`config.mk`:
```
export PLATFORM = sky130hd
export DESIGN_NAME = cluster_map_lru_cache
export DESIGN_NICKNAME = d
export VERILOG_FILES = /design/src/hdl/clm_pkg.sv /design/src/hdl/clm_front.sv /design/src/hdl/clm_back.sv /design/src/hdl/cluster_map_lru_cache.sv
export SDC_FILE = /design/constraint.sdc
export NUM_CORES = 2
export LEC_CHECK = 0
export ABC_AREA = 1
export BUFFER_PORTS_ARGS = -buffer_cell sky130_fd_sc_hd__buf_2
export CAP_MARGIN = 10
export CORE_UTILIZATION = 40
export CTS_BUF_LIST = sky130_fd_sc_hd__clkbuf_4
export DETAILED_ROUTE_END_ITERATION = 12
export GPL_ROUTABILITY_DRIVEN = 1
export PLACE_DENSITY = 0.51
export SYNTH_ARGS = -nofsm -noshare
export SYNTH_HDL_FRONTEND = slang
export SYNTH_HIERARCHICAL = 1
export SYNTH_SLANG_ARGS = --single-unit
```
`constraint.sdc`:
```
create_clock -name clk_i -period 13 [get_ports clk_i]
set_input_delay 0.65 -clock clk_i [delete_from_list [all_inputs] [get_ports clk_i]]
set_output_delay 0.65 -clock clk_i [all_outputs]
set_load 0.01 [all_outputs]
```
`src/hdl/clm_pkg.sv`:
```
// Package for the cluster map LRU cache: sizes, request/result structs, codes.
// No dependencies.
package clm_pkg;

  localparam int unsigned Entries     = 8;
  localparam int unsigned ClusterBits = 28;
  localparam int unsigned DeviceBits  = 8;
  localparam int unsigned IdxBits     = $clog2(Entries);
  localparam int unsigned QDepth      = 2;

  typedef enum logic [1:0] {
    FUNC_LOOKUP   = 2'd0,
    FUNC_ADD      = 2'd1,
    FUNC_INV_FILE = 2'd2,
    FUNC_INV_DEV  = 2'd3
  } func_e;

  typedef struct packed {
    logic [1:0]             func;
    logic [DeviceBits-1:0]  device_id;
    logic [ClusterBits-1:0] first_cluster;
    logic [ClusterBits-1:0] target_cluster;
    logic [ClusterBits-1:0] floor_cluster;
    logic [ClusterBits-1:0] phys_cluster;
  } req_t;

  typedef struct packed {
    logic [ClusterBits-1:0] found_file_cluster;
    logic [ClusterBits-1:0] found_disk_cluster;
    logic                   any_hit;
    logic                   exact_hit;
    logic                   corrupt;
  } res_t;

endpackage

```
`src/hdl/clm_front.sv`:
```
// Front end: accepts requests into a short queue and hands them to the back end.
// Depends on clm_pkg.
module clm_front (
  input  logic          clk_i,
  input  logic          rst_ni,
  input  logic          start_i,
  input  clm_pkg::req_t req_i,
  output logic          busy_o,
  output logic          q_valid_o,
  output clm_pkg::req_t q_req_o,
  input  logic          q_pop_i
);

  localparam int unsigned PtrBits = $clog2(clm_pkg::QDepth);

  clm_pkg::req_t        mem_q [clm_pkg::QDepth];
  logic [PtrBits-1:0]   wr_q, rd_q;
  logic [PtrBits:0]     cnt_q;
  logic                 push;

  // one request queued at a time: the cache state must settle first
  assign busy_o    = (cnt_q != '0) || q_pop_i;
  assign push      = start_i && !busy_o;
  assign q_valid_o = (cnt_q != '0);
  assign q_req_o   = mem_q[rd_q];

  always_ff @(posedge clk_i or negedge rst_ni) begin
    if (!rst_ni) begin
      wr_q  <= '0;
      rd_q  <= '0;
      cnt_q <= '0;
    end else begin
      if (push) wr_q <= wr_q + 1'b1;
      if (q_pop_i) rd_q <= rd_q + 1'b1;
      cnt_q <= cnt_q + {{PtrBits{1'b0}}, push} - {{PtrBits{1'b0}}, q_pop_i};
    end
  end

  always_ff @(posedge clk_i) begin
    if (push) mem_q[wr_q] <= req_i;
  end

  ap_no_overflow: assert property (@(posedge clk_i) disable iff (!rst_ni)
    cnt_q <= clm_pkg::QDepth) else $error("queue overflow");
  ap_pop_valid: assert property (@(posedge clk_i) disable iff (!rst_ni)
    q_pop_i |-> q_valid_o) else $error("pop of empty queue");
  ap_single: assert property (@(posedge clk_i) disable iff (!rst_ni)
    push |=> !push) else $error("back-to-back push");

endmodule

```
`src/hdl/clm_back.sv`:
```
// Back end: the entry store, recency ranks, compare and update.
// Depends on clm_pkg.
module clm_back (
  input  logic          clk_i,
  input  logic          rst_ni,
  input  logic          q_valid_i,
  input  clm_pkg::req_t q_req_i,
  output logic          q_pop_o,
  output logic          done_o,
  output clm_pkg::res_t res_o
);

  localparam int unsigned N = clm_pkg::Entries;
  localparam int unsigned IB = clm_pkg::IdxBits;
  localparam int unsigned CB = clm_pkg::ClusterBits;

  logic [N-1:0]                   valid_q;
  logic [clm_pkg::DeviceBits-1:0] dev_q   [N];
  logic [CB-1:0]                  start_q [N];
  logic [CB-1:0]                  idx_q   [N];
  logic [CB-1:0]                  disk_q  [N];
  logic [IB-1:0]                  rank_q  [N];

  // stage 1 registers: per-entry compare results
  logic                 s1_q;
  clm_pkg::req_t        r_q;
  logic [N-1:0]         file_q, dmatch_q, dsame_q, idxeq_q, le_q;

  logic [N-1:0] file_c, dev_c;
  always_comb begin
    for (int i = 0; i < N; i++) begin
      dev_c[i]  = valid_q[i] && (dev_q[i] == q_req_i.device_id);
      file_c[i] = dev_c[i] && (start_q[i] == q_req_i.first_cluster);
    end
  end

  assign q_pop_o = q_valid_i && !s1_q;

  always_ff @(posedge clk_i or negedge rst_ni) begin
    if (!rst_ni) s1_q <= 1'b0;
    else         s1_q <= q_pop_o;
  end

  always_ff @(posedge clk_i) begin
    if (q_pop_o) begin
      r_q <= q_req_i;
      for (int i = 0; i < N; i++) begin
        file_q[i]   <= file_c[i];
        dmatch_q[i] <= dev_c[i];
        dsame_q[i]  <= (disk_q[i] == q_req_i.phys_cluster);
        idxeq_q[i]  <= (idx_q[i] == q_req_i.floor_cluster);
        le_q[i]     <= (idx_q[i] <= q_req_i.target_cluster);
      end
    end
  end

  // stage 2: selection by rank, then state update
  logic [CB-1:0] best_f, best_d;
  logic          any_c, exact_c, match_c, corrupt_c;
  logic [IB-1:0] sel_c, sel_r, lru_c;
  logic [N-1:0]  qual_c, win_c;
  clm_pkg::res_t res_d;

  // add: most recent key match among ranks below the last
  always_comb begin
    match_c = 1'b0;
    sel_c = '0;
    sel_r = '1;
    lru_c = '0;
    for (int i = 0; i < N; i++) begin
      if (rank_q[i] == IB'(N-1)) lru_c = IB'(i);
      if (file_q[i] && idxeq_q[i] && rank_q[i] != IB'(N-1) &&
          (!match_c || rank_q[i] < sel_r)) begin
        match_c = 1'b1;
        sel_c = IB'(i);
        sel_r = rank_q[i];
      end
    end
    corrupt_c = match_c && !dsame_q[sel_c];
  end

  // lookup: pairwise contest, larger index wins, equal index goes to the lower rank
  always_comb begin
    for (int i = 0; i < N; i++)
      qual_c[i] = file_q[i] && le_q[i] && (idx_q[i] > r_q.floor_cluster) &&
                  (r_q.first_cluster != '0);
    for (int i = 0; i < N; i++) begin
      win_c[i] = qual_c[i];
      for (int j = 0; j < N; j++)
        if (j != i && qual_c[j] && (idx_q[j] > idx_q[i] ||
            (idx_q[j] == idx_q[i] && rank_q[j] < rank_q[i])))
          win_c[i] = 1'b0;
    end
    any_c  = |qual_c;
    best_f = r_q.floor_cluster;
    best_d = r_q.phys_cluster;
    for (int i = 0; i < N; i++)
      if (win_c[i]) begin
        best_f = idx_q[i];
        best_d = disk_q[i];
      end
    exact_c = any_c && (best_f == r_q.target_cluster);
  end

  always_comb begin
    res_d = '0;
    if (r_q.func == clm_pkg::FUNC_LOOKUP) begin
      res_d.found_file_cluster = best_f;
      res_d.found_disk_cluster = best_d;
      res_d.any_hit            = any_c;
      res_d.exact_hit          = exact_c;
    end
    if (r_q.func == clm_pkg::FUNC_ADD) res_d.corrupt = corrupt_c;
  end

  logic [IB-1:0] prom_c;
  logic [IB-1:0] prom_rank;
  assign prom_c    = match_c ? sel_c : lru_c;
  assign prom_rank = rank_q[prom_c];

  always_ff @(posedge clk_i or negedge rst_ni) begin
    if (!rst_ni) begin
      valid_q <= '0;
      for (int i = 0; i < N; i++) rank_q[i] <= IB'(i);
    end else if (s1_q) begin
      unique case (clm_pkg::func_e'(r_q.func))
        clm_pkg::FUNC_LOOKUP: ;
        clm_pkg::FUNC_ADD: begin
          if (corrupt_c) valid_q <= valid_q & ~file_q;
          else begin
            if (!match_c) valid_q[prom_c] <= 1'b1;
            for (int i = 0; i < N; i++)
              if (IB'(i) == prom_c) rank_q[i] <= '0;
              else if (rank_q[i] < prom_rank) rank_q[i] <= rank_q[i] + 1'b1;
          end
        end
        clm_pkg::FUNC_INV_FILE: valid_q <= valid_q & ~file_q;
        clm_pkg::FUNC_INV_DEV:  valid_q <= valid_q & ~dmatch_q;
        default: ;
      endcase
    end
  end

  always_ff @(posedge clk_i) begin
    if (s1_q && r_q.func == clm_pkg::FUNC_ADD && !match_c) begin
      dev_q[lru_c]   <= r_q.device_id;
      start_q[lru_c] <= r_q.first_cluster;
      idx_q[lru_c]   <= r_q.floor_cluster;
      disk_q[lru_c]  <= r_q.phys_cluster;
    end
  end

  always_ff @(posedge clk_i or negedge rst_ni) begin
    if (!rst_ni) done_o <= 1'b0;
    else         done_o <= s1_q;
  end

  always_ff @(posedge clk_i) begin
    if (s1_q) res_o <= res_d;
  end

  ap_done: assert property (@(posedge clk_i) disable iff (!rst_ni)
    s1_q |=> done_o) else $error("result missing");
  ap_s1_once: assert property (@(posedge clk_i) disable iff (!rst_ni)
    s1_q |-> !q_pop_o) else $error("overlapping requests");
  ap_corrupt: assert property (@(posedge clk_i) disable iff (!rst_ni)
    s1_q && corrupt_c |-> match_c) else $error("corrupt without match");

endmodule

```
`src/hdl/cluster_map_lru_cache.sv`:
```
// Top level of the cluster map LRU cache: front queue plus back-end store.
// Depends on clm_pkg, clm_front, clm_back.
//
// One request at a time through the back end: start is taken when busy is low,
// the request is queued, then popped and compared into the stage 1 registers,
// and the selection and cache update are done from those registers. done_o is
// registered from stage 1 alongside res_o. busy_o is high for one cycle after
// each accepted request; a new request can be taken once the previous one has
// been popped. The receiver cannot stall; done_o is high for exactly one cycle
// per result, and res_o holds each result until the next one.
module cluster_map_lru_cache (
  input  logic          clk_i,
  input  logic          rst_ni,
  input  logic          start_i,
  input  clm_pkg::req_t req_i,
  output logic          busy_o,
  output logic          done_o,
  output clm_pkg::res_t res_o
);

  logic          q_valid, q_pop;
  clm_pkg::req_t q_req;

  clm_front u_front (
    .clk_i, .rst_ni, .start_i, .req_i, .busy_o,
    .q_valid_o(q_valid), .q_req_o(q_req), .q_pop_i(q_pop)
  );

  clm_back u_back (
    .clk_i, .rst_ni, .q_valid_i(q_valid), .q_req_i(q_req),
    .q_pop_o(q_pop), .done_o, .res_o
  );

endmodule
```
==> metrics.md <==
| Metric | Value |
|---|---|
| Met2 routed WL | 162 mm |
| Wl on met1 | 157 mm |
| Final slew viol count | 0 |
| Non-filler cells, final | 12,712 |
| Post-placement cell count | 11,886 |
| Syn Inst Count | 8,848 |
| Initial antenna violation count | 38 |
| Final Setup Violations | 0 |
| Final Hold Vio Count | 0 |
| Synthesized cell area | 85,800 µm² |
| R2R cell count | 72 |
| R2R Setup Slk | 2.19 ns |
| Worst-skew pair later-pin latency | 1.40 ns |
| CP Launch Point | u_back/rank_q[22]$_DFFE_PN0P_ |
| CTS tree | yes |
| Reg2reg start | u_back/rank_q[22]$_DFFE_PN0P_ |
| Setup Skew | 0.148 ns |
| Top FF cell, synth | edfxtp_1 |
| Global route overflow | 0 |
| Final ANT Viol Nets | 0 |
| Clock Root Buffer | clkbuf_4 |
| CP Data Required Time | 14.22 ns |
| Metal3 WL | 28.6 mm |
| Outcome | finished, final reports clean |
| Syn avg cell area | 9.70 µm² |
| Worst Tran Pin Value | 1.43 ns |
| Worst rel slew slack | 0.0393 |
| Area grow syn2layout | 14.5% |
| Number of synthesized flops with an enable pin | 1,201 |
| Peak VDD IR | 0.171 mV |
| Crit start category | flop |
| GRT Overall Usage | 0.340 |
| Worst-path fanout max | 14 |
| Num CTS Buffers | 351 |
| # rows | 169 |
| Die Y | 465 µm |
| Postcts setup bufs | 0 |
| Num ports | 186 |
| Yosys reg bits | 1,239 |
| First-pass GRT wire length | 521 mm |
| Routed wire length per instance | 29.5 µm |
| Iteration-0 DRC Markers | 7,758 |
| Router iterations before antenna repair | 8 |
| Pwr Total | 19.4 mW |
| WL final | 374 mm |
| Worst hold path class | primary input to flop |
| Setup Total Neg Slack | 0 ns |
| Unrepaired setup endpoints after global routing | false |
| CP Depth | 72 |
| CP top delay family | simple AND/OR/NAND/NOR gates |
| Final period utilization | 0.831 |
| Leak pwr | 41.9 nW |
| Crit-path max cell delay | 0.88 ns |
| Vias per cell | 5.78 |
| Synth async-reset ratio | 0.0307 |
| Syn nets | 10,323 |
| Worst-path clk slew | 0.06 ns |
| Pwr dens | 197 nW/µm² |
| Initial Util | 0.403 |
| Kind of critical path | flop to flop |
| Remaining DRCs | 0 |
| Die width | 465 µm |
| Slowest-stage cell, CP | a31oi_1 |
| # resized after CTS | 0 |
| Post-synthesis cell type count | 68 |
| Largest net degree at the start of global routing | 93 |
| CP Capture Point | u_back/rank_q[7]$_DFFE_PN0P_ |
| DP HPWL | 279 mm |
| CP dominant cell by count | nand2_1 |
| Die ar. | 216,000 µm² |
| Fmax | 92.5 MHz |
| CTS Buffer Depth | 4 |
| FILL cells | 20,300 |
| Vias | 73,464 |
| H-tree depth | 5 |
| Highest metal used | met5 |
| Buf/Inv on CP | 7 |
| Core area | 213,000 µm² |
| Minimum clock period | 10.81 ns |
| GPL Wtd Cong | 1.00 |
| Share of cells above drive strength 1 | 0.113 |
| Reg-to-Reg End | u_back/rank_q[7]$_DFFE_PN0P_ |
| Syn. warnings | 6 |
| Sequential area share after synthesis | 0.432 |
| IO Port Bufs | 185 |
| Critical Path AT | 12.03 ns |
| CTS Sinks | 1,239 |
| Max-cap viol count | 0 |
| Post-layout nets | 11,129 |
| Vias in the first global route | 70,740 |
| Crit end category | flop |
[per-layer routing]
| layer | global-route usage | vias to the layer above |
|---|---|---|
| li1 | - | 33588 |
| met1 | 0.446 | 35662 |
| met2 | 0.515 | 3388 |
| met3 | 0.0592 | 804 |
| met4 | 0.224 | 22 |
| met5 | 0 | - |
[worst reg2reg max path, delay by kind of cell, from the launching register on]
family | cells | cell delay, ns
AND/OR/NAND/NOR | 44 | 4.09
adder cells (fa/ha/maj) | 10 | 3.00
flip-flops | 1 | 0.54
AO/OA/AOI/OAI | 11 | 2.68
buffers and inverters | 7 | 0.34
[cells in the mapped netlist, types with 15 or more instances]
cell type	count	share of area
o21ai_1	27	0.0016
a21oi_1	735	0.043
a21o_1	29	0.0025
or2_2	32	0.0023
o21ai_0	627	0.037
o22ai_1	28	0.0020
nand2_1	1412	0.062
nor3_1	116	0.0068
nor4_1	131	0.0096
o211ai_1	125	0.011
o21bai_1	15	0.0013
o21a_1	36	0.0031
nand3_1	301	0.018
nand4_1	179	0.013
xor2_1	366	0.037
a211oi_1	81	0.0071
clkbuf_1	192	0.0084
a2111oi_0	17	0.0017
nand2_2	18	0.0013
edfxtp_1	1201	0.42
o2111ai_1	31	0.0032
a31oi_1	37	0.0027
a221oi_1	23	0.0023
dfrtp_1	26	0.0076
ha_1	1350	0.20
xnor2_1	215	0.022
inv_1	917	0.040
nor2_1	387	0.017
[power breakdown]
group,internal [mW],switching [mW],total [mW]
sequential,5.54,0.920,6.46
clock,1.89,1.69,3.57
combinational,2.86,6.47,9.33
[layout make-up]
class	count	area [µm²]	share of cell area
clock buffers	506	3800	0.0387
multi-input cells	6448	44600	0.454
diodes	14	35.0	0.000357
clock inverters	70	434	0.00442
well taps	2821	3530	0.0359
inverters	933	3510	0.0357
flip-flops and latches	1239	37000	0.377
repair buffers	681	5270	0.0537
[cell families (layout without fill, tap and decap cells)]
logic type	after synthesis	in the layout	share of synthesized area
flops	1239	1239	0.432
fa+ha+maj	1350	1350	0.197
other cells	0	14	0
buf+inv	1161	2190	0.0519
xor+xnor	581	581	0.0593
compound gates	1877	1877	0.125
simple gates	2640	2640	0.136
[worst min path at each step]
| stage | to | start | depth (start not counted) | slack (ns) |
|---|---|---|---|---|
| floorplan | u_back/done_o$_DFF_PN0_ | rst_ni | 0 | 0.35 |
| global placement | u_front/wr_q$_DFFE_PN0N_ | u_front/wr_q$_DFFE_PN0N_ | 2 | 0.45 |
| detailed placement | u_front/wr_q$_DFFE_PN0N_ | u_front/wr_q$_DFFE_PN0N_ | 2 | 0.47 |
| CTS | u_front/mem_q[0][75]$_DFFE_PP_ | req_i[75] | 2 | 0.001 |
| global route | u_front/mem_q[0][69]$_DFFE_PP_ | req_i[69] | 2 | 0.06 |
| finish | u_front/mem_q[0][47]$_DFFE_PP_ | req_i[47] | 2 | 0.15 |
[cell usage in the layout, fill, tap and decap left out, types with 125 or more instances in the layout]
cell type,Yosys,routed
a21oi_1,735,735
buf_2,12,185
buf_4,2,258
clkbuf_4,0,507
dlygate4sd3_1,0,234
edfxtp_1,1201,1201
ha_1,1350,1350
inv_1,917,915
nand2_1,1412,1409
nand3_1,301,300
nand4_1,179,179
nor2_1,387,379
o211ai_1,125,125
o21ai_0,627,568
xnor2_1,215,215
xor2_1,366,366
[through the flow]
stage	instance area (µm²)	setup WS (ns)	util	hold slack, ns
floorplan	85800	1.12	-	0.354
global placement	91600	2.34	0.431	0.453
detailed placement	91600	2.35	0.431	0.471
CTS	98200	2.26	0.462	0.00143
global route	98200	1.06	0.462	0.0620
finish	98200	2.19	0.462	0.146
[registers in the layout, summed over array words and instances, names as in the netlist, 24 cells and up]
register        cells
u_back/idx_q      224
u_back/dev_q       64
u_back/res_o       59
u_back/disk_q     224
u_back/r_q        122
u_front/mem_q     244
u_back/start_q    224
u_back/rank_q      24
[what timing repair did]
item / 4_1_cts / 5_1_grt
hold buffers: 234 / 0
setup endpoints to repair: 0 / 0
hold endpoints to repair: 332 / 0
(Power assumes the default switching activity.)
